===== config.mk =====
export PLATFORM = sky130hd
export DESIGN_NAME = psu_out_fifo
export DESIGN_NICKNAME = d
export VERILOG_FILES = /design/src/hw/rtl/psu_pkg.sv /design/src/hw/rtl/psu_out_fifo.sv
export SDC_FILE = /design/constraint.sdc
export NUM_CORES = 1
export LEC_CHECK = 0
export BUFFER_PORTS_ARGS = -buffer_cell sky130_fd_sc_hd__buf_2
export CELL_PAD_IN_SITES_DETAIL_PLACEMENT = 0
export CELL_PAD_IN_SITES_GLOBAL_PLACEMENT = 1
export CORE_ASPECT_RATIO = 0.7
export CORE_MARGIN = 2
export CORE_UTILIZATION = 45
export CTS_CLUSTER_SIZE = 40
export DETAILED_ROUTE_END_ITERATION = 10
export PLACE_DENSITY = 0.85
export SLEW_MARGIN = 20
export SYNTH_ARGS = -nofsm -noshare
export SYNTH_HDL_FRONTEND = slang
export SYNTH_SLANG_ARGS = --single-unit

===== constraint.sdc =====
create_clock -name i_clk -period 4.1 [get_ports i_clk]
set_clock_uncertainty 0.05 [all_clocks]
set_input_delay 0.41 -clock i_clk [delete_from_list [all_inputs] [get_ports i_clk]]
set_output_delay 0.41 -clock i_clk [all_outputs]
set_load 0.02 [all_outputs]

===== src/hw/rtl/psu_pkg.sv =====
// ----------------------------------------------------------------------------
// psu_pkg
// Shared types and constants of the png scanline unfilter.
// ----------------------------------------------------------------------------
package psu_pkg;

    localparam int unsigned MAX_WIDTH   = 16384;
    localparam int unsigned WIDTH_W     = 15;
    localparam int unsigned COL_W       = 17;
    localparam int unsigned STORE_DEPTH = 65536;
    localparam int unsigned ADDR_W      = $clog2(STORE_DEPTH);
    localparam int unsigned BYTE_W      = 8;
    localparam int unsigned ARGB_W      = 32;

    // output queue
    localparam int unsigned FIFO_DEPTH  = 3;
    localparam int unsigned FIFO_PTR_W  = $clog2(FIFO_DEPTH);
    localparam int unsigned FIFO_CNT_W  = $clog2(FIFO_DEPTH + 1);

    localparam logic [BYTE_W-1:0] ALPHA_OPAQUE = 8'hff;

    // configuration register indexes
    localparam logic [0:0] CFG_IMAGE_WIDTH = 1'b0;
    localparam logic [0:0] CFG_HAS_ALPHA   = 1'b1;

    typedef enum logic [2:0] {
        FILT_NONE  = 3'd0,
        FILT_SUB   = 3'd1,
        FILT_UP    = 3'd2,
        FILT_AVG   = 3'd3,
        FILT_PAETH = 3'd4
    } t_filter;

    // one request on its way from the column tracker to reconstruction
    typedef struct packed {
        logic                valid;
        logic                is_filter;
        logic [1:0]          chan;
        logic                first_row;
        t_filter             filter;
        logic                pixel_done;
        logic                row_end;
        logic                has_alpha;
        logic [ADDR_W-1:0]   addr;
        logic [BYTE_W-1:0]   raw;
    } t_s1_ctl;

    typedef struct packed {
        logic                en;
        logic [ADDR_W-1:0]   addr;
        logic [BYTE_W-1:0]   data;
    } t_store_wr;

    typedef struct packed {
        logic [ARGB_W-1:0]   argb;
        logic                row_end;
    } t_result;

endpackage


===== src/hw/rtl/psu_out_fifo.sv =====
// ----------------------------------------------------------------------------
// psu_out_fifo
// Small result queue between reconstruction and the output channel.
// ----------------------------------------------------------------------------
module psu_out_fifo (
    input  logic                              i_clk,
    input  logic                              i_rst_n,
    input  logic                              i_push,
    input  psu_pkg::t_result                  i_data,
    output logic                              o_valid,
    input  logic                              i_stall,
    output psu_pkg::t_result                  o_data,
    output logic [psu_pkg::FIFO_CNT_W-1:0]    o_count
);

    psu_pkg::t_result                r_mem [psu_pkg::FIFO_DEPTH];
    logic [psu_pkg::FIFO_PTR_W-1:0]  r_wr_ptr;
    logic [psu_pkg::FIFO_PTR_W-1:0]  r_rd_ptr;
    logic [psu_pkg::FIFO_CNT_W-1:0]  r_count;
    logic                            pop;

    function automatic logic [psu_pkg::FIFO_PTR_W-1:0] ptr_inc(
        input logic [psu_pkg::FIFO_PTR_W-1:0] p);
        logic [psu_pkg::FIFO_PTR_W-1:0] q;
        if (p == psu_pkg::FIFO_PTR_W'(psu_pkg::FIFO_DEPTH - 1)) begin
            q = '0;
        end else begin
            q = p + psu_pkg::FIFO_PTR_W'(1);
        end
        return q;
    endfunction

    assign pop = (r_count != '0) && !i_stall;

    always_ff @(posedge i_clk) begin
        if (i_push) begin
            r_mem[r_wr_ptr] <= i_data;
        end
    end

    always_ff @(posedge i_clk) begin
        if (!i_rst_n) begin
            r_wr_ptr <= '0;
            r_rd_ptr <= '0;
            r_count  <= '0;
        end else begin
            if (i_push) begin
                r_wr_ptr <= ptr_inc(r_wr_ptr);
            end
            if (pop) begin
                r_rd_ptr <= ptr_inc(r_rd_ptr);
            end
            case ({i_push, pop})
                2'b10:   r_count <= r_count + psu_pkg::FIFO_CNT_W'(1);
                2'b01:   r_count <= r_count - psu_pkg::FIFO_CNT_W'(1);
                default: r_count <= r_count;
            endcase
        end
    end

    assign o_valid = (r_count != '0);
    assign o_data  = r_mem[r_rd_ptr];
    assign o_count = r_count;

endmodule


Word level (Yosys, flattened, before mapping)
Memories as Yosys holds them, arrays and structs flattened. A register that Yosys moved wholly into a read port is not among the register bits.
Cells that the tools add are included.

word-level totals
  ROM bits = 0
  bits in registers = 6
  memory bits (writable) = 99
  word-level logic and storage cells = 23
  bits in latches = 0
  memories kept = 1
  output and inout port bits = 36

operators by class
  order comparisons = 0
  bitwise gates (word level) = 0
  $mul = 0
  div/mod/pow operators = 0
  shift-type cells = 0
  eq/ne operators = 4
  $add $sub $neg = 4
  muxes and demuxes = 7
  reduce and logical (&&, ||, !) cells = 4

memories
  memory  words  width  rd ports  clocked after Yosys merged registers in  wr ports  RTL line            source
  r_mem   3      33     1         1                                        1         psu_out_fifo.sv:16  psu_pkg::t_result r_mem [psu_pkg::FIFO_DEPTH];

operators with widths
  operator                                              count
  2-to-1 mux 2 bit                                      4
  adder 2 x 1 -> 2 bit (second input constant)          3
  equality test 2 bit (second input constant)           3
  case mux 2 bit (2 select lines)                       1
  nonzero test 2 bit                                    2
  equality test 2 x 1 -> 1 bit (second input constant)  1
  2-to-1 mux 1 bit                                      2
  subtractor 2 x 1 -> 2 bit (second input constant)     1
  logical AND 1 bit                                     1
  logical NOT 1 bit                                     1

Logic depth before layout (Yosys ltp)
  word-level depth = 4
  mapped depth = 6
  depth with buffers taken out = 6

Worst setup path before layout
Ideal clock, no wire load.

  path kind = in2reg
  start point = in i_push
  end point = mem r_mem[0][0] in the netlist's numbering, enable pin
  data required time = 3.583 ns
  slack = 0.805 ns
  buffers on the path = 0
  arrival time = 2.778 ns
  stages on the path = 2
  cell sequence = inv_2 nor3_1

between the ends
  cells in the longest elaborated chain, start to end = 2

ends and longest elaborated chain
  what                                    RTL line            source
  start, declared                         psu_out_fifo.sv:8   input logic i_push,
  2-to-1 mux 1 bit                        psu_out_fifo.sv:36  if (i_push) begin
  2-to-1 mux 1 bit (not written as such)  psu_out_fifo.sv:37  r_mem[r_wr_ptr] <= i_data;
  end, declared                           psu_out_fifo.sv:16

No other way between the ends.

==> flow_metrics.py <==
metrics = {
    "status": {
        "status": "completed",
    },
    "grt": {
        "use_met3": 0.06350,
        "grt_pass1_wl_um": 9549,
        "grt_use_met1": 0.1773,
        "overflow": 0,
        "met2_usage": 0.2221,
        "grt_max_degree": 67,
        "track_usage": 0.1415,
        "busiest_layer": "met2",
        "grt_pass1_vias": 1928,
        "antenna_found_initial": 0,
    },
    "placement": {
        "globalplace.congestion": 0.7421,
        "port_buffers": 72,
        "postPlaceCellArea_mm2": 0.004454,
        "dpl.hpwl_um": 3992,
    },
    "finish": {
        "final_core_util": 0.5608,
        "antenna_cells": 0,
        "layout_commonest_cell": "edfxtp_1",
        "finalNetCount": 354,
        "syn2layout_area_growth_pct": 20.30,
        "final_cell_mix": "99 x edfxtp_1, 72 x buf_2, 37 x nand2_1, 33 x mux2i_1, 33 x o21ai_1",
        "filler_cell_count": 704,
        "fin_area_mm2": 0.004775,
        "drive_gt1_frac": 0.2960,
    },
    "yosys": {
        "netlist_instances": 243,
        "ys_ff_latch": 107,
        "yosysUniqueCellTypes": 23,
        "synth-seq-area-share": 0.7894,
        "syn_nets": 281,
        "avgSynthCellArea_um2": 16.33,
        "synth-warning-count": 0,
        "synth_area_mm2": 0.003969,
    },
    "power_and_ir_drop": {
        "power.density_mw_per_mm2": 566.6,
        "max-vdd-ir-drop_mv": 0.2847,
        "leakagePower_uw": 0.001639,
        "finalPower_uw": 2705,
    },
    "setup_path": {
        "ff2ff_setup_slack_ns": 2.03,
        "r2r-end": "r_mem[0][9]$_DFFE_PP_",
        "crit_arrival_ns": 1.97,
        "reg2reg_from": "r_wr_ptr[1]$_SDFFE_PN0P_",
        "crit_path_start_kind": "flop",
        "crit_path_end_kind": "primary output",
        "worstRegToRegCells": 2,
        "path_class": "reg2out",
        "worst-path-max-fanout": 33,
        "cp.required_ns": 3.64,
    },
    "timing": {
        "finalMaxSlewViolations": 0,
        "worst_slew_pin_slew_ns": 1.057,
        "max_slew_margin": 0.2917,
        "rsz0062_at_grt": "false",
        "final-hold-violation-count": 0,
        "setup-tns-final_ns": 0,
        "period_needed_ns": 2.425,
        "period_share": 0.5916,
        "fmax_mhz": 412.3,
        "setup_viol": 0,
    },
    "floorplan": {
        "die_h_um": 82.57,
        "die-area_mm2": 0.009598,
        "core_area_mm2": 0.008513,
        "rows": 28,
        "die_w_um": 116.2,
        "start_util": 0.4662,
        "ioPinCount": 73,
    },
    "hold_path": {
        "min_path_cells": 1,
        "worstHoldEndpoint": "r_mem[2][14]$_DFFE_PP_",
        "hold_class": "in2reg",
        "holdCritStartpoint": "i_data[14]",
    },
    "clocking": {
        "cts-resized-gates": 0,
        "numCtsBuffers": 9,
        "clock-root-buffer": "clkbuf_16",
        "cts-htree-levels": 3,
        "cts_setup_buffers": 0,
        "cts_tree": "yes",
        "cts_buffer_depth": 2,
        "clk_pin_slew_ns": 0.07,
        "cts_hold_buf": 0,
        "cts.sinks": 107,
        "clk_latency_ns": 0.34,
    },
    "drt": {
        "drt-wirelength-per-cell_um": 14.73,
        "dr_total_vias": 2122,
        "routed_via_density": 4.812,
        "wl_um": 6498,
        "drtIter0Drc": 109,
        "final_antenna_net_count": 0,
        "drtPass1Iterations": 4,
        "drc": 0,
    },
    "job": {
        "cap_violations": 0,
    },
}
==> final cells by class <==
class,count,area (um2),area share
clock buffers,9,225.2,0.04717
repair buffers,73,367.9,0.07704
well taps,120,150.1,0.03145
inverters,2,7.507,0.001572
multi-input cells,123,793.3,0.1661
flip-flops and latches,107,3138,0.6572
clock inverters,7,92.59,0.01939
==> cell usage after synthesis (all sizes together) <==
cell type / number / area share
edfxtp: 99 / 0.75
nand2: 37 / 0.035
o21ai: 34 / 0.043
mux2i: 33 / 0.083
dfxtp: 8 / 0.040
clkbuf: 6 / 0.0057
buf: 5 / 0.0082
a21boi: 3 / 0.0057
inv: 2 / 0.0019
nor2: 2 / 0.0019
nor2b: 2 / 0.0032
o21a: 2 / 0.0038
or3: 2 / 0.0032
xnor2: 2 / 0.0044
and2: 1 / 0.0016
ha: 1 / 0.0032
nor3: 1 / 0.0013
o21bai: 1 / 0.0019
or2: 1 / 0.0016
or3b: 1 / 0.0022
==> sequential cells by signal, indices dropped and copies added, names as in the netlist, named ones only <==
signal	cells
r_mem	99
o_count	2
r_rd_ptr	2
r_wr_ptr	2
==> per-stage QoR <==
step	instances	setup WS [ns]	hold WS, ns
floorplan	243	0.8053	0.4005
global placement	425	1.820	0.4008
detailed placement	425	1.769	0.4152
CTS	441	1.609	0.1998
global route	441	1.529	0.2032
finish	441	1.675	0.2157
==> worst max-delay path by stage <==
stage,start,endpoint,slack (ns),cells past startpoint
after detailed placement,i_push,r_mem[0][11]$_DFFE_PP_,1.77,4
after floorplan,i_push,r_mem[0][0]$_DFFE_PP_,0.81,2
after CTS,flop,o_data[18],1.61,3
final,flop,o_data[8],1.67,3
after global routing,flop,o_data[16],1.53,3
after global placement,i_push,r_mem[0][11]$_DFFE_PP_,1.82,4
==> power breakdown <==
group / switching [uW] / total, uW / internal, uW
combinational: 272 / 468 / 196
clock: 361 / 893 / 532
sequential: 86.3 / 1340 / 1260
total: 719 / 2710 / 1990
==> metal layers <==
metal,share of wire,routed length [um]
met3,0.056,361
met2,0.46,3009
met5,0,0
met4,0.011,69
met1,0.47,3058
==> critical path, stage by stage (launching register included) <==
cell and delay [ns]:
dfxtp_2 1.00, mux2i_1 0.17, o21ai_1 0.23, buf_2 0.21
==> logic make-up (layout without fill, tap and decap cells) <==
group / count (synthesis) / after routing / share of synthesized area
DFF: 107 / 107 / 0.7894
and+or+nand+nor: 47 / 47 / 0.04981
AOI/OAI and AO/OA: 40 / 40 / 0.05422
muxes: 33 / 33 / 0.08323
buffers and inverters: 13 / 91 / 0.01576
xor gates and xnor gates: 2 / 2 / 0.004414
adders and majority gates: 1 / 1 / 0.003152
Power figures use the tool's default switching activity.
