File: src/hw/rtl/psu_pkg.sv
// ----------------------------------------------------------------------------
// psu_pkg
// Shared types and constants of the png scanline unfilter.
// ----------------------------------------------------------------------------
package psu_pkg;

    localparam int unsigned MAX_WIDTH   = 16384;
    localparam int unsigned WIDTH_W     = 15;
    localparam int unsigned COL_W       = 17;
    localparam int unsigned STORE_DEPTH = 65536;
    localparam int unsigned ADDR_W      = $clog2(STORE_DEPTH);
    localparam int unsigned BYTE_W      = 8;
    localparam int unsigned ARGB_W      = 32;

    // output queue
    localparam int unsigned FIFO_DEPTH  = 3;
    localparam int unsigned FIFO_PTR_W  = $clog2(FIFO_DEPTH);
    localparam int unsigned FIFO_CNT_W  = $clog2(FIFO_DEPTH + 1);

    localparam logic [BYTE_W-1:0] ALPHA_OPAQUE = 8'hff;

    // configuration register indexes
    localparam logic [0:0] CFG_IMAGE_WIDTH = 1'b0;
    localparam logic [0:0] CFG_HAS_ALPHA   = 1'b1;

    typedef enum logic [2:0] {
        FILT_NONE  = 3'd0,
        FILT_SUB   = 3'd1,
        FILT_UP    = 3'd2,
        FILT_AVG   = 3'd3,
        FILT_PAETH = 3'd4
    } t_filter;

    // one request on its way from the column tracker to reconstruction
    typedef struct packed {
        logic                valid;
        logic                is_filter;
        logic [1:0]          chan;
        logic                first_row;
        t_filter             filter;
        logic                pixel_done;
        logic                row_end;
        logic                has_alpha;
        logic [ADDR_W-1:0]   addr;
        logic [BYTE_W-1:0]   raw;
    } t_s1_ctl;

    typedef struct packed {
        logic                en;
        logic [ADDR_W-1:0]   addr;
        logic [BYTE_W-1:0]   data;
    } t_store_wr;

    typedef struct packed {
        logic [ARGB_W-1:0]   argb;
        logic                row_end;
    } t_result;

endpackage

File: src/hw/rtl/psu_recon.sv
// ----------------------------------------------------------------------------
// psu_recon
// Byte reconstruction: predictor select, line store write-back, pixel pack.
// ----------------------------------------------------------------------------
module psu_recon (
    input  logic                          i_clk,
    input  logic                          i_rst_n,
    input  psu_pkg::t_s1_ctl              i_s1,
    input  logic [psu_pkg::BYTE_W-1:0]    i_rd_data,
    output psu_pkg::t_store_wr            o_wr,
    output logic                          o_push,
    output psu_pkg::t_result              o_result
);

    function automatic logic [7:0] paeth(input logic [7:0] a, input logic [7:0] b,
                                         input logic [7:0] c);
        logic signed [9:0] da;
        logic signed [9:0] db;
        logic signed [9:0] dc;
        logic [8:0]        pa;
        logic [8:0]        pb;
        logic [8:0]        pc;
        logic [7:0]        pick;
        da = $signed({2'b00, b}) - $signed({2'b00, c});
        db = $signed({2'b00, a}) - $signed({2'b00, c});
        dc = $signed({2'b00, a}) + $signed({2'b00, b}) - $signed({1'b0, c, 1'b0});
        pa = da[9] ? 9'(-da) : da[8:0];
        pb = db[9] ? 9'(-db) : db[8:0];
        pc = dc[9] ? 9'(-dc) : dc[8:0];
        if (pa <= pb && pa <= pc) begin
            pick = a;
        end else if (pb <= pc) begin
            pick = b;
        end else begin
            pick = c;
        end
        return pick;
    endfunction

    logic [3:0][7:0] r_left;
    logic [3:0][7:0] r_upleft;
    logic [2:0][7:0] r_gather;

    logic [7:0]      a;
    logic [7:0]      b;
    logic [7:0]      c;
    logic [8:0]      sum_ab;
    logic [7:0]      pred;
    logic [7:0]      val;
    logic [2:0][7:0] n_gather;
    logic [7:0]      alpha;
    logic            sample;

    always_comb begin
        sample = i_s1.valid && !i_s1.is_filter;
        a      = r_left[i_s1.chan];
        b      = i_s1.first_row ? 8'd0 : i_rd_data;
        c      = i_s1.first_row ? 8'd0 : r_upleft[i_s1.chan];
        sum_ab = {1'b0, a} + {1'b0, b};
        case (i_s1.filter)
            psu_pkg::FILT_SUB:   pred = a;
            psu_pkg::FILT_UP:    pred = b;
            psu_pkg::FILT_AVG:   pred = sum_ab[8:1];
            psu_pkg::FILT_PAETH: pred = paeth(a, b, c);
            default:             pred = 8'd0;
        endcase
        val      = i_s1.raw + pred;
        n_gather = r_gather;
        if (i_s1.chan != 2'd3) begin
            n_gather[i_s1.chan[1:0]] = val;
        end
        alpha = i_s1.has_alpha ? val : psu_pkg::ALPHA_OPAQUE;
    end

    always_ff @(posedge i_clk) begin
        if (!i_rst_n) begin
            r_left   <= '0;
            r_upleft <= '0;
            r_gather <= '0;
        end else if (i_s1.valid) begin
            if (i_s1.is_filter) begin
                r_left   <= '0;
                r_upleft <= '0;
                r_gather <= '0;
            end else begin
                r_left[i_s1.chan]   <= val;
                r_upleft[i_s1.chan] <= b;
                r_gather            <= n_gather;
            end
        end
    end

    assign o_wr.en          = sample;
    assign o_wr.addr        = i_s1.addr;
    assign o_wr.data        = val;
    assign o_push           = sample && i_s1.pixel_done;
    assign o_result.argb    = {alpha, n_gather[0], n_gather[1], n_gather[2]};
    assign o_result.row_end = i_s1.row_end;

endmodule

File: config.mk
export PLATFORM = sky130hd
export DESIGN_NAME = psu_recon
export DESIGN_NICKNAME = d
export VERILOG_FILES = /design/src/hw/rtl/psu_pkg.sv /design/src/hw/rtl/psu_recon.sv
export SDC_FILE = /design/constraint.sdc
export NUM_CORES = 1
export LEC_CHECK = 0
export BUFFER_PORTS_ARGS = -buffer_cell sky130_fd_sc_hd__buf_4
export CORE_MARGIN = 5
export CORE_UTILIZATION = 50
export CTS_CLUSTER_DIAMETER = 100
export DETAILED_ROUTE_END_ITERATION = 8
export PLACE_DENSITY = 0.72
export SYNTH_ARGS = -nofsm -noshare
export SYNTH_HDL_FRONTEND = slang
export SYNTH_SLANG_ARGS = --single-unit
export TNS_END_PERCENT = 30
File: constraint.sdc
create_clock -name i_clk -period 10.8 [get_ports i_clk]
set_input_delay 1.62 -clock i_clk [delete_from_list [all_inputs] [get_ports i_clk]]
set_output_delay 1.62 -clock i_clk [all_outputs]
set_load 0.03 [all_outputs]
* Yosys cells after proc, flatten, opt, wreduce, memory -nomap -nowiden
Cells that the tools add are included.
** Word-level totals
- Bits in registers :: 88
- Word-level logic and storage cells :: 57
** Operators by class
- $add $sub $neg :: 9
- Magnitude comparators :: 5
- Eq/ne operators :: 5
- Mux-type cells :: 22
- Reduce and logical (&&, ||, !) cells :: 5
** Operators by type and width (count)
- $bwmux W32 :: 2
- $mux W32 :: 2
- $mux W8 :: 8
- $mux W24 :: 2
- $bmux W8 S2 :: 2
- $pmux W8 S4 :: 1
- $le A9 B9 Y1 :: 3
- $mux W9 :: 3
- $neg A9 Y9 :: 3
- $bwmux W24 :: 1
- $add A8 B8 Y9 :: 2
- $sub A8 B8 Y9 :: 2
- $demux W8 S2 :: 1
- $sub A9 B9 Y10 :: 1
- $add A8 B8 Y8 :: 1
- $eq A3 B2 Y1 const B :: 2
- $logic_and A1 B1 Y1 :: 4
- $eq A3 B1 Y1 const B :: 1
- $eq A3 B3 Y1 const B :: 1
- $lt A2 B3 Y1 const B :: 1
- $ge A2 B1 Y1 const B :: 1
- $ne A2 B2 Y1 const B :: 1
- $logic_not A1 Y1 :: 1

* Logic depth before layout (Yosys ltp)
- Depth after elaboration :: 14
- Depth in mapped cells :: 38
- Depth with buffers taken out :: 35

* Worst setup path after synthesis
OpenSTA, ideal clock, no wires.
- Path kind :: input port to output port
- Start point :: input i_s1[31] (netlist bit)
- End point :: output o_result[16] (netlist bit)
- Data arrival time :: 9.564 ns
- Required time :: 9.180 ns
- Path slack :: -0.384 ns
- Stages :: 35
- Path buffers :: 3
- Cell sequence :: buf_1 -> buf_1 -> mux4_2 -> nand2b_1 -> fa_1 -> ha_1 -> o21ai_1 -> a211oi_4 -> a21o_1 -> nor2_1 -> xor2_1 -> ha_1 -> a21o_1 -> a21oi_1 -> nor2b_1 -> o31ai_1 -> a21oi_1 -> or2_0 -> a221o_1 -> a21oi_4 -> mux2i_1 -> o22ai_1 -> ha_1 -> a21o_1 -> a21oi_1 -> o21bai_1 -> a21oi_1 -> o21bai_1 -> a21oi_1 -> xnor2_1 -> or2_1 -> or2_1 -> o221ai_2 -> buf_6 -> o31ai_2
** RTL lines
- start, declared :: RTL line psu_recon.sv:8 : input psu_pkg::t_s1_ctl i_s1,
- end, declared :: RTL line psu_recon.sv:12 : output psu_pkg::t_result o_result

==> out/results.ini <==
[cts]
cts_htree_levels = 3
tritoncts = done
number_of_buffers_created_by_cts = 9
ctsRootBufferMaster = sky130_fd_sc_hd__clkbuf_16
clock_sinks = 88
max-clock-path-buffers = 2
worst_skew_pair.late_latency_ns = 0.35
cts.hold.buffers_added = 0
cts.clk_slew.worst_paths_ns = 0.06

[sta]
final-max-slew-violation-count = 0
timing.fmax_mhz = 94.5
min_period_over_period_pct = 98.0
min_period_ns = 10.59
setup_slack_ns = 0.215
maxSlewHeadroom_pct = 38.8
final_hold_vio_count = 0
worst_pin_slew_ns = 0.917
setup_viol = 0
finalClockSkew_ns = 0.00414

[detailed_routing]
drt_iter0_drc = 504
highest_metal_layer_with_signal_wires = met4
drt-total-wl_um = 21400
drtAntennaViolNets = 0
wl_per_cell_um = 19.0
met1_routed_wirelength_after_detailed_routing_um = 9650
1st_pass_router_iterations = 5
detailroute.wirelength.met2_um = 10500
dr_total_vias = 6588
drc_errors = 0
met3RoutedLength_um = 864
post_drt_via_cell_ratio = 5.84

[synthesis]
synth_seq_cells = 88
yosysTopAreaCellShare_pct = 23.9
ys_top_cells_by_count = 92 x sky130_fd_sc_hd__nor2b_1, 88 x sky130_fd_sc_hd__dfxtp_1, 86 x sky130_fd_sc_hd__a22oi_1, 64 x sky130_fd_sc_hd__ha_1, 61 x sky130_fd_sc_hd__inv_1
synth_warnings = 0
synth_async_sr_flop_share_pct = 0
cell_area_synth_um2 = 7380
synthesis.nets = 992
syn_avg_cell_area_um2 = 8.46
yosysUniqueCellTypes = 66
seq_area_frac_synth_pct = 23.9
synth_enable_flop_cells = 0
yosysMostFrequentCell = sky130_fd_sc_hd__nor2b_1
synth_top_area_cell = sky130_fd_sc_hd__dfxtp_1
yosys_most_used_dff = sky130_fd_sc_hd__dfxtp_1
synth.top_cells.by_area = sky130_fd_sc_hd__dfxtp_1 24%, sky130_fd_sc_hd__ha_1 11%, sky130_fd_sc_hd__a22oi_1 8.7%
syn-instance-count = 872

[critical_path]
rr_endpoint = r_left[7]$_SDFFE_PN0P_
rr_startpoint = r_upleft[30]$_SDFFE_PN0P_
start_kind = primary input
critPathMaxStageDelay_ns = 0.51
cp.arrival_ns = 8.97
reg2reg_depth = 37
worst-endpoint-required_ns = 9.18
crit_slowest_cell = sky130_fd_sc_hd__mux4_2
crit_path_frequent_cell = sky130_fd_sc_hd__a21oi_2
worst-setup-path-type = in -> out
reg2reg_setup_slack_ns = 3.10
worst-path-max-fanout = 11
worst_setup_path_end_kind = primary output

[power_and_ir_drop]
powerDensity_nw_per_um2 = 153
design_power_total_mw = 1.33
power.ir.vdd_worst_mv = 0.154
p_leak_nw = 3.58

[min_path]
hold_start = r_gather[15]$_SDFFE_PN0P_
worst_hold_path_type = reg -> reg
hold_path_end = r_gather[15]$_SDFFE_PN0P_
worstHoldPathCells = 2

[placement]
finalWeightedCongestion = 0.944
io_buffer_count = 69
detailedPlace.worstSlack_ns = -0.0750
hpwlAfterDp_um = 15500
placed_area_um2 = 8170

[floorplanning]
initial_core_util_pct = 51.0
floorplan.rows = 44
die_width_um = 131
fp.dieArea_um2 = 17300
placeableCoreArea_um2 = 14500
io-pin-count = 104
die_h_um = 131

[global_route]
grt_antenna_before_repair = 0
grt_usage_pct = 23.4
grt_overflow = 0
via_count_of_the_first_global_routing_pass = 6307
wire_length_of_the_first_global_routing_pass_um = 33300
grt_start_max_net_pins = 93

[layout]
seq_area_um2 = 1760
diodes = 0
multi_input_comb_area_um2 = 5270
final_nets = 1059
synthToLayoutAreaGrowth_pct = 18.2
final_design_area_no_fill_um2 = 8730
layout-drive-gt1-share_pct = 20.6
n_fill_cell = 1269

[status]
result_of_the_run = complete, no violations

[run]
max-cap-violations = 0

==> cell usage in the layout, fill, tap and decap left out, types with 28 or more instances in the layout <==
cell	count
sky130_fd_sc_hd__o21ai_0	28
sky130_fd_sc_hd__buf_4	113
sky130_fd_sc_hd__nor2_1	47
sky130_fd_sc_hd__dfxtp_1	88
sky130_fd_sc_hd__nor2b_1	92
sky130_fd_sc_hd__a21oi_1	29
sky130_fd_sc_hd__nand2_1	47
sky130_fd_sc_hd__xnor2_1	28
sky130_fd_sc_hd__ha_1	61
sky130_fd_sc_hd__a22oi_1	86
sky130_fd_sc_hd__inv_1	61
==> metrics by stage <==
stage / hold slack (ns) / TNS [ns] / util (%) / instances
CTS: 0.476 / 0 / 58.5 / 1119
global placement: 0.457 / 0 / 56.4 / 1103
detailed placement: 0.467 / -0.314 / 56.4 / 1103
finish: 0.479 / 0 / 60.3 / 1128
global route: 0.503 / -1.15 / 60.3 / 1128
floorplan: 0.441 / -0.158 / - / 872
==> power breakdown <==
group	total [mW]	internal, mW	switching (mW)
clock	0.300	0.170	0.130
sequential	0.335	0.331	0.00348
combinational	0.699	0.303	0.396
==> cell families (layout without fill, tap and decap cells) <==
group	after synthesis	after routing	synth area share (%)
AND/OR/NAND/NOR	264	264	18.9
AO/OA/AOI/OAI	238	238	22.8
buffers and inverters	124	196	7.36
flip-flops	88	88	23.9
adder cells (fa/ha/maj)	76	76	14.0
XOR/XNOR	46	46	5.46
multiplexers	36	36	7.70
==> flip-flops by register name, summed over array words and instances, names as in the netlist <==
| name | cells |
|---|---|
| r_left | 32 |
| r_upleft | 32 |
| r_gather | 24 |
==> worst max-delay path, delay by kind of cell <==
| family | cells | cell delay [ns] |
|---|---|---|
| buffers and inverters | 5 | 0.60 |
| adder cells (fa/ha/maj) | 4 | 1.43 |
| AND/OR/NAND/NOR | 6 | 0.95 |
| XOR/XNOR | 2 | 0.27 |
| AO/OA/AOI/OAI | 18 | 3.32 |
| multiplexers | 2 | 0.76 |
==> repair_timing <==
action | 4_1_cts | 5_1_grt
setup buffers | 0 | 8
resized for setup | 2 | 31
endpoints found under the setup margin | 5 | 5
gates cloned | 0 | 1
pin swaps | 0 | 18
==> final cells by class <==
type	instances	share of cell area, %
timing repair buffer	119	10.9
multi-input combinational	660	60.3
tap	184	2.64
clock inverter	3	0.287
sequential	88	20.2
clock buffer	13	2.98
inverter	61	2.62
==> metal layers <==
metal  track usage [%]  up-vias
met5                 0        -
li1                  -     3219
met3              3.71       29
met2              38.5      172
met4              7.37        0
met1              31.5     3168
==> worst max-delay path by stage <==
stage                  start           end  slack (ns)
finish              i_s1[31]  o_result[16]        0.21
global route        i_s1[31]  o_result[24]       -0.24
CTS                 i_s1[31]   o_result[8]        0.04
detailed placement  i_s1[31]   o_result[8]       -0.07
global placement    i_s1[31]   o_result[8]        0.12
floorplan           i_s1[31]  o_result[16]       -0.05
Note: power is estimated with default switching activity, not from simulation.
