**config.mk**
```make
export PLATFORM = sky130hd
export DESIGN_NAME = psu_ctrl
export DESIGN_NICKNAME = d
export VERILOG_FILES = /design/src/hw/rtl/psu_pkg.sv /design/src/hw/rtl/psu_ctrl.sv
export SDC_FILE = /design/constraint.sdc
export NUM_CORES = 1
export LEC_CHECK = 0
export ABC_AREA = 1
export BUFFER_PORTS_ARGS = -buffer_cell sky130_fd_sc_hd__buf_2
export CORE_ASPECT_RATIO = 0.8
export CORE_MARGIN = 5
export CORE_UTILIZATION = 40
export DETAILED_ROUTE_END_ITERATION = 7
export PLACE_DENSITY = 0.65
export SETUP_SLACK_MARGIN = 0.02
export SLEW_MARGIN = 20
export SYNTH_ARGS = -nofsm -noshare
export SYNTH_HDL_FRONTEND = slang
export SYNTH_SLANG_ARGS = --single-unit
```
**constraint.sdc**
```tcl
create_clock -name i_clk -period 3.8 [get_ports i_clk]
set_clock_uncertainty 0.1 [all_clocks]
set_input_delay 0.38 -clock i_clk [delete_from_list [all_inputs] [get_ports i_clk]]
set_output_delay 0.38 -clock i_clk [all_outputs]
set_load 0.005 [all_outputs]
```
**src/hw/rtl/psu_pkg.sv**
```systemverilog
// ----------------------------------------------------------------------------
// psu_pkg
// Shared types and constants of the png scanline unfilter.
// ----------------------------------------------------------------------------
package psu_pkg;

    localparam int unsigned MAX_WIDTH   = 16384;
    localparam int unsigned WIDTH_W     = 15;
    localparam int unsigned COL_W       = 17;
    localparam int unsigned STORE_DEPTH = 65536;
    localparam int unsigned ADDR_W      = $clog2(STORE_DEPTH);
    localparam int unsigned BYTE_W      = 8;
    localparam int unsigned ARGB_W      = 32;

    // output queue
    localparam int unsigned FIFO_DEPTH  = 3;
    localparam int unsigned FIFO_PTR_W  = $clog2(FIFO_DEPTH);
    localparam int unsigned FIFO_CNT_W  = $clog2(FIFO_DEPTH + 1);

    localparam logic [BYTE_W-1:0] ALPHA_OPAQUE = 8'hff;

    // configuration register indexes
    localparam logic [0:0] CFG_IMAGE_WIDTH = 1'b0;
    localparam logic [0:0] CFG_HAS_ALPHA   = 1'b1;

    typedef enum logic [2:0] {
        FILT_NONE  = 3'd0,
        FILT_SUB   = 3'd1,
        FILT_UP    = 3'd2,
        FILT_AVG   = 3'd3,
        FILT_PAETH = 3'd4
    } t_filter;

    // one request on its way from the column tracker to reconstruction
    typedef struct packed {
        logic                valid;
        logic                is_filter;
        logic [1:0]          chan;
        logic                first_row;
        t_filter             filter;
        logic                pixel_done;
        logic                row_end;
        logic                has_alpha;
        logic [ADDR_W-1:0]   addr;
        logic [BYTE_W-1:0]   raw;
    } t_s1_ctl;

    typedef struct packed {
        logic                en;
        logic [ADDR_W-1:0]   addr;
        logic [BYTE_W-1:0]   data;
    } t_store_wr;

    typedef struct packed {
        logic [ARGB_W-1:0]   argb;
        logic                row_end;
    } t_result;

endpackage

```
**src/hw/rtl/psu_ctrl.sv**
```systemverilog
// ----------------------------------------------------------------------------
// psu_ctrl
// Configuration registers, filter byte decode and byte column tracking.
// ----------------------------------------------------------------------------
module psu_ctrl (
    input  logic                          i_clk,
    input  logic                          i_rst_n,
    input  logic                          i_cfg_we,
    input  logic [0:0]                    i_cfg_index,
    input  logic [psu_pkg::WIDTH_W-1:0]   i_cfg_data,
    input  logic                          i_accept,
    input  logic [psu_pkg::BYTE_W-1:0]    i_raw_byte,
    input  logic                          i_image_start,
    output logic                          o_rd_en,
    output logic [psu_pkg::ADDR_W-1:0]    o_rd_addr,
    output psu_pkg::t_s1_ctl              o_s1
);

    logic [psu_pkg::WIDTH_W-1:0] r_width;
    logic                        r_has_alpha;
    logic [psu_pkg::COL_W-1:0]   r_col;
    logic [1:0]                  r_mod3;
    psu_pkg::t_filter            r_filter;
    logic                        r_await;
    logic                        r_first;
    psu_pkg::t_s1_ctl            r_s1;

    logic [psu_pkg::WIDTH_W-1:0] width_eff;
    logic [psu_pkg::COL_W-1:0]   stride;
    logic [psu_pkg::COL_W-1:0]   n_col;
    logic [1:0]                  n_mod3;
    logic [1:0]                  chan;
    logic                        start_row;
    logic                        row_done;
    psu_pkg::t_filter            dec_filter;

    always_comb begin
        if (r_width == '0) begin
            width_eff = psu_pkg::WIDTH_W'(1);
        end else if (r_width > psu_pkg::WIDTH_W'(psu_pkg::MAX_WIDTH)) begin
            width_eff = psu_pkg::WIDTH_W'(psu_pkg::MAX_WIDTH);
        end else begin
            width_eff = r_width;
        end
        if (r_has_alpha) begin
            stride = {width_eff, 2'b00};
        end else begin
            stride = {1'b0, width_eff, 1'b0} + {2'b00, width_eff};
        end
        // channel is column mod bytes per pixel, mod 3 kept by its own counter
        chan      = r_has_alpha ? r_col[1:0] : r_mod3;
        n_col     = r_col + psu_pkg::COL_W'(1);
        n_mod3    = (r_mod3 == 2'd2) ? 2'd0 : r_mod3 + 2'd1;
        row_done  = (n_col >= stride);
        start_row = r_await | i_image_start;
        if (i_raw_byte > 8'd4) begin
            dec_filter = psu_pkg::FILT_NONE;
        end else begin
            dec_filter = psu_pkg::t_filter'(i_raw_byte[2:0]);
        end
    end

    always_ff @(posedge i_clk) begin
        if (!i_rst_n) begin
            r_width     <= psu_pkg::WIDTH_W'(1);
            r_has_alpha <= 1'b0;
            r_col       <= '0;
            r_mod3      <= '0;
            r_filter    <= psu_pkg::FILT_NONE;
            r_await     <= 1'b1;
            r_first     <= 1'b1;
            r_s1        <= '0;
        end else begin
            if (i_cfg_we) begin
                case (i_cfg_index)
                    psu_pkg::CFG_IMAGE_WIDTH: r_width     <= i_cfg_data;
                    psu_pkg::CFG_HAS_ALPHA:   r_has_alpha <= i_cfg_data[0];
                    default: ;
                endcase
            end
            r_s1.valid <= i_accept;
            if (i_accept) begin
                r_s1.raw       <= i_raw_byte;
                r_s1.has_alpha <= r_has_alpha;
                r_s1.addr      <= r_col[psu_pkg::ADDR_W-1:0];
                r_s1.chan      <= chan;
                r_s1.filter    <= r_filter;
                r_s1.first_row <= r_first;
                if (start_row) begin
                    r_s1.is_filter  <= 1'b1;
                    r_s1.pixel_done <= 1'b0;
                    r_s1.row_end    <= 1'b0;
                    r_filter        <= dec_filter;
                    r_col           <= '0;
                    r_mod3          <= '0;
                    r_await         <= 1'b0;
                    if (i_image_start) begin
                        r_first <= 1'b1;
                    end
                end else begin
                    r_s1.is_filter  <= 1'b0;
                    r_s1.pixel_done <= r_has_alpha ? (chan == 2'd3) : (chan == 2'd2);
                    r_s1.row_end    <= row_done;
                    r_col           <= n_col;
                    r_mod3          <= n_mod3;
                    if (row_done) begin
                        r_await <= 1'b1;
                        r_first <= 1'b0;
                    end
                end
            end
        end
    end

    assign o_rd_en   = i_accept && !start_row;
    assign o_rd_addr = r_col[psu_pkg::ADDR_W-1:0];
    assign o_s1      = r_s1;

endmodule

```
-- Word level (Yosys, flattened, before mapping)
Index checks and enable logic that the tools add are counted.
- add/subtract/negate cells: 3
- magnitude comparators: 3
- equality and inequality tests: 4
- mux-type cells: 16
- bitwise operators: 2
- reductions and logical operators: 9
- operator list (operator ; count):
    17-bit two-way mux ; 2
    15-bit two-way mux ; 2
    16-bit by 15-bit adder with 17-bit output ; 1
    17-bit by 1-bit adder with 17-bit output, second input constant ; 1
    17-bit greater-or-equal comparator ; 1
    15-bit > comparator, second input constant ; 1
    15-bit zero test ; 1
    8-bit by 3-bit > comparator with 1-bit output, second input constant ; 1
    2-bit two-way mux ; 4
    2-bit AND reduction ; 4
    1-bit two-way mux ; 7
    2-bit == test, second input constant ; 3
    3-bit two-way mux ; 1
    3-bit AND reduction ; 1
    2-bit by 1-bit adder with 2-bit output, second input constant ; 1
    2-bit != test, second input constant ; 1
    2-bit nonzero test ; 1
    1-bit logical AND ; 1
    1-bit zero test ; 1
    1-bit inverter ; 1
    1-bit OR ; 1
- register bits after elaboration: 75
- input port bits: 29
- output and inout port bits: 52

-- Longest topological paths before layout
- depth in word-level cells: 8
- mapped depth: 32

-- Least setup slack after synthesis
No wires, ideal clock.
- path type: reg2reg
- start: register r_width[0] (netlist name)
- end: register r_s1 (netlist bit o_s1[25])
- arrival: 2989 ps
- data required time: 3568 ps
- slack: 579 ps
- stages on the path, launching flop included: 30
- path buffers: 1
- clock period less this slack: 3221 ps
- path through: dfxtp_1 or2_0 nor2_1 nand2_2 nand2_4 buf_8 o21ai_0 inv_1 ha_1 ha_1 inv_1 nand2_1 nand3_2 nand2_2 nand2_2 nand3b_1 nand3_1 o21ai_1 inv_1 ha_1 nand2_1 nor2_1 a211oi_1 nand2_1 nand2_1 nand2_1 nand2_1 nand2_1 nand3_1 a21oi_1
- cells in the longest elaborated chain, start to end: 7
- elaborated cells between the ends (all ways): 8
- classes of those cells: 1 x add/sub; 2 x order compare; 4 x mux; 1 x reduce/logical
- RTL lines (item ; line ; RTL):
    from (decl) ; psu_ctrl.sv:19 ; logic [psu_pkg::WIDTH_W-1:0] r_width;
    from (signal assigned) ; psu_ctrl.sv:65 ; r_width <= psu_pkg::WIDTH_W'(1);
    from (signal assigned) ; psu_ctrl.sv:76 ; psu_pkg::CFG_IMAGE_WIDTH: r_width <= i_cfg_data;
    15-bit > comparator ; psu_ctrl.sv:40 ; end else if (r_width > psu_pkg::WIDTH_W'(psu_pkg::MAX_WIDTH)) begin
    15-bit two-way mux ; psu_ctrl.sv:40 ;
    15-bit two-way mux * ; psu_ctrl.sv:38 ; if (r_width == '0) begin
    16-bit by 15-bit adder with 17-bit output ; psu_ctrl.sv:48 ; stride = {1'b0, width_eff, 1'b0} + {2'b00, width_eff};
    17-bit two-way mux * ; psu_ctrl.sv:45 ; if (r_has_alpha) begin
    17-bit greater-or-equal comparator * ; psu_ctrl.sv:54 ; row_done = (n_col >= stride);
    2-bit two-way mux * ; psu_ctrl.sv:89 ; if (start_row) begin
    to (decl) ; psu_ctrl.sv:26 ; psu_pkg::t_s1_ctl r_s1;
Mark *: on every way between the ends. The rest lies on a longest branch, timed or not.
A chain may end at the register's enable or synchronous reset.

-- Worst setup path after layout
- start: register r_width[6] (netlist name)
- end: register r_s1 (netlist bit o_s1[25])
The elaborated chain is that of the path after synthesis.

==> qor.txt <==
Max IR drop VDD: 0.2791 mV
unique cell type count in the Yosys netlist: 41
TritonCTS Buffers: 9
total grt overflow: 0
Root Buffer Master: clkbuf_16
net count reported at finish: 803
top post-synthesis cells by area: dfxtp_1 33%, nand2_1 12%, nor2_1 7.5%
largest area contributor in the netlist: dfxtp_1
total number of vias: 4655
run status: finished, final reports clean
Net Sw Frac: 26.20%
fill cell count: 1133
Horiz. Die Dim: 129.6 um
CP max-delay cell: dfxtp_2
fin crit period: 3.534 ns
standard cell core area: 11340 um2
largest net degree at the start of global routing: 55
Routed WL: 12.89 mm
number of nets with antenna violations after routing: 0
cell area after synthesis: 4576 um2
combinational cell fraction of total power: 16.8%
top-level I/O count: 81
Worst Max-Slew Pin Slew: 0.7882 ns
initial antenna violation count: 0
CP delay by family, top: simple AND/OR/NAND/NOR gates
switching power summed over all nets: 578.3 uW
vertical extent of the die: 105.7 um
commonest non-fill, non-tap cell in the layout: nand2_1
wire length on met1: 6.381 mm
leakage power figure: 0.002686 uW
share of the clock period used by the worst path after layout: 93.00%
clock tree from TritonCTS: built
Area growth, synth to finish: 23.30%
Synth top area share: 32.81%
Max FO, Critical Path: 5
worst-case headroom to the max-slew limit: 47.37%
FMAX: 0.2830 GHz
DRC: 0
ant diodes: 0
final worst hold slack: 0.1720 ns
Clock Pin Slew Worst Setup and Hold Paths: 0.06 ns
worst hold path startpoint: i_cfg_data[9]
Register Area: 1511 um2
share of final-layout standard cells stronger than drive strength 1: 24.87%
critical path class: reg -> reg
buffers from clock root to sink, at most: 2
vias in the first global route: 4344
Initial Util: 40.34%
first-pass iteration count of the detailed router: 5
number of placement rows: 35
GP Congestion: 0.8857
Max stage delay on crit path: 0.36 ns
number of DRC violations after detailed-routing iteration 0: 330
total nets after synthesis: 737
CTS Hold Bufs: 0
part of the Yosys area used for sequential elements: 32.81%
area occupied by multi-input gates: 2829 um2
all-layer global routing usage: 18.52%
synthesis-stage register bit count: 75
total power consumption of the routed design: 2208 uW
power density cells: 391.3 nW/um2
Mapped Cells: 681
internal power contribution: 1629 uW
die area: 13690 um2
Sequential Power Share: 38.6%
met3 routed WL: 607 um
share of the core filled with cells in the final layout: 49.74%
max-slew violation count: 0
Clock power frac: 44.6%
H-Tree Depth: 3
DR WL/cell: 14.32 um
clock latency on the worst-skew pair: 0.33 ns
Most Frequent Cell on Critical Path: nor2_1
EDFF count, synth: 0
launch instance of the worst register-to-register path: r_width[6]$_SDFFE_PN0P_
DR WL met2: 5.708 mm
count of final hold-check violations: 0
prevailing post-synth register cell: dfxtp_1
data required time at the worst endpoint: 3.95 ns
count of synthesis-stage warnings from yosys: 0
kind of capture point of the worst setup path: register
worst hold path class: in -> reg
WP buf/inv: 1
Avg Synthesized Cell Area: 6.719 um2
Num Clock Sinks: 75
detailed-route vias per instance: 5.172
Post-synth ARST share: 0%
Setup violations, final: 0
global-route wire length before repair: 20.87 mm
worst endpoint data arrival time: 3.68 ns
max-capacitance violation count: 0
start point of the critical path: r_width[6]$_SDFFE_PN0P_
uppermost metal layer occupied by signal nets: met4
commonest cells after routing, fill and taps aside: 134 x nand2_1, 90 x nor2_1, 80 x buf_2
Startpoint Class: register
number of input and output port buffers inserted: 80
critical path, cell by cell: nor2_1 -> nand2_1 -> nor2_1 -> nand2_2 -> a21oi_2 -> buf_6 -> ha_4 -> nand4_1 -> nand2_1 -> a21oi_2 -> nor2_1 -> nor2_1 -> nand3_1 -> nand3_1 -> nand2_1 -> ha_1 -> nand4_1 -> nor3b_2 -> a31oi_1 -> nand2_2 -> nand3_2 -> a21oi_2
hpwl dp: 9.411 mm
cell usage after synthesis (all sizes together) (3+ instances only):
cell and instances:
nand2 152, nor2 96, dfxtp 75, o21ai 70, inv 63, a21oi 61, nand3 43, ha 27
buf 21, clkbuf 21, nand4 9, xor2 9, nor3 7, o21bai 3
stage by stage:
step / setup TNS [ns] / instances / instance area [um2] / setup slack, ns
floorplan: 0 / 681 / 4576 / 0.5785
global placement: 0 / 873 / 4977 / 0.1972
detailed placement: 0 / 873 / 4977 / 0.1001
CTS: 0 / 889 / 5329 / 0.08124
global route: -0.01937 / 900 / 5642 / -0.01937
finish: 0 / 900 / 5642 / 0.2658
per-layer routing:
metal  track usage (%)  vias to the layer above
met2             28.44                      128
met3             2.938                       17
li1                  -                     2361
met4             4.599                        0
met1             26.94                     2149
met5                 0                        -
layout make-up:
type | count | area share, %
sequential | 75 | 26.79
tap | 148 | 3.282
clock buffer | 10 | 4.236
multi-input combinational | 501 | 50.14
clock inverter | 6 | 1.996
inverter | 64 | 4.258
timing repair buffer | 96 | 9.293
path summary, 6_finish.rpt:
kind / slack, ns / cells after the start / to
worst max-delay path: 0.27 / 22 / o_s1[25]$_SDFFE_PN0P_
worst min-delay path: 0.17 / 3 / r_width[9]$_SDFFE_PN0P_
worst max register to register: 0.27 / 22 / o_s1[25]$_SDFFE_PN0P_
worst min register to register: 0.35 / 2 / r_first$_SDFFE_PN1P_
power groups by stage:
stage | Sequential, uW | Clock, uW | Combinational [uW]
floorplan | 860 | 0 | 221
global placement | 864 | 0 | 313
detailed placement | 866 | 0 | 316
CTS | 849 | 1000 | 320
global route | 857 | 1040 | 422
finish | 852 | 984 | 371
worst reg2reg max path: cells and delay by family (launching register included):
kind | cells | cell delay, ns
AOI/OAI and AO/OA | 4 | 0.66
adders and majority gates | 2 | 0.53
and+or+nand+nor | 15 | 1.65
buffers and inverters | 1 | 0.15
DFF | 1 | 0.36
flip-flops by register name, summed over array words and instances (netlist names):
| signal | flops |
|---|---|
| r_col | 17 |
| o_s1 | 35 |
| r_has_alpha | 1 |
| r_filter | 3 |
| r_mod3 | 2 |
| r_await | 1 |
| r_first | 1 |
| r_width | 15 |
cells by family after synthesis:
group                      count (synthesis)  share of synthesized area (%)
AOI/OAI and AO/OA                        147                          17.01
xor gates and xnor gates                  11                          2.106
adders and majority gates                 27                          7.383
buffers and inverters                    106                          10.36
DFF                                       75                          32.81
and+or+nand+nor                          315                          30.33
timing repair:
item / CTS / global route
buffers inserted: 0 / 10
gates resized for setup: 0 / 56
endpoints found under the setup margin: 0 / 3
Note: power is estimated with default switching activity, not from simulation.
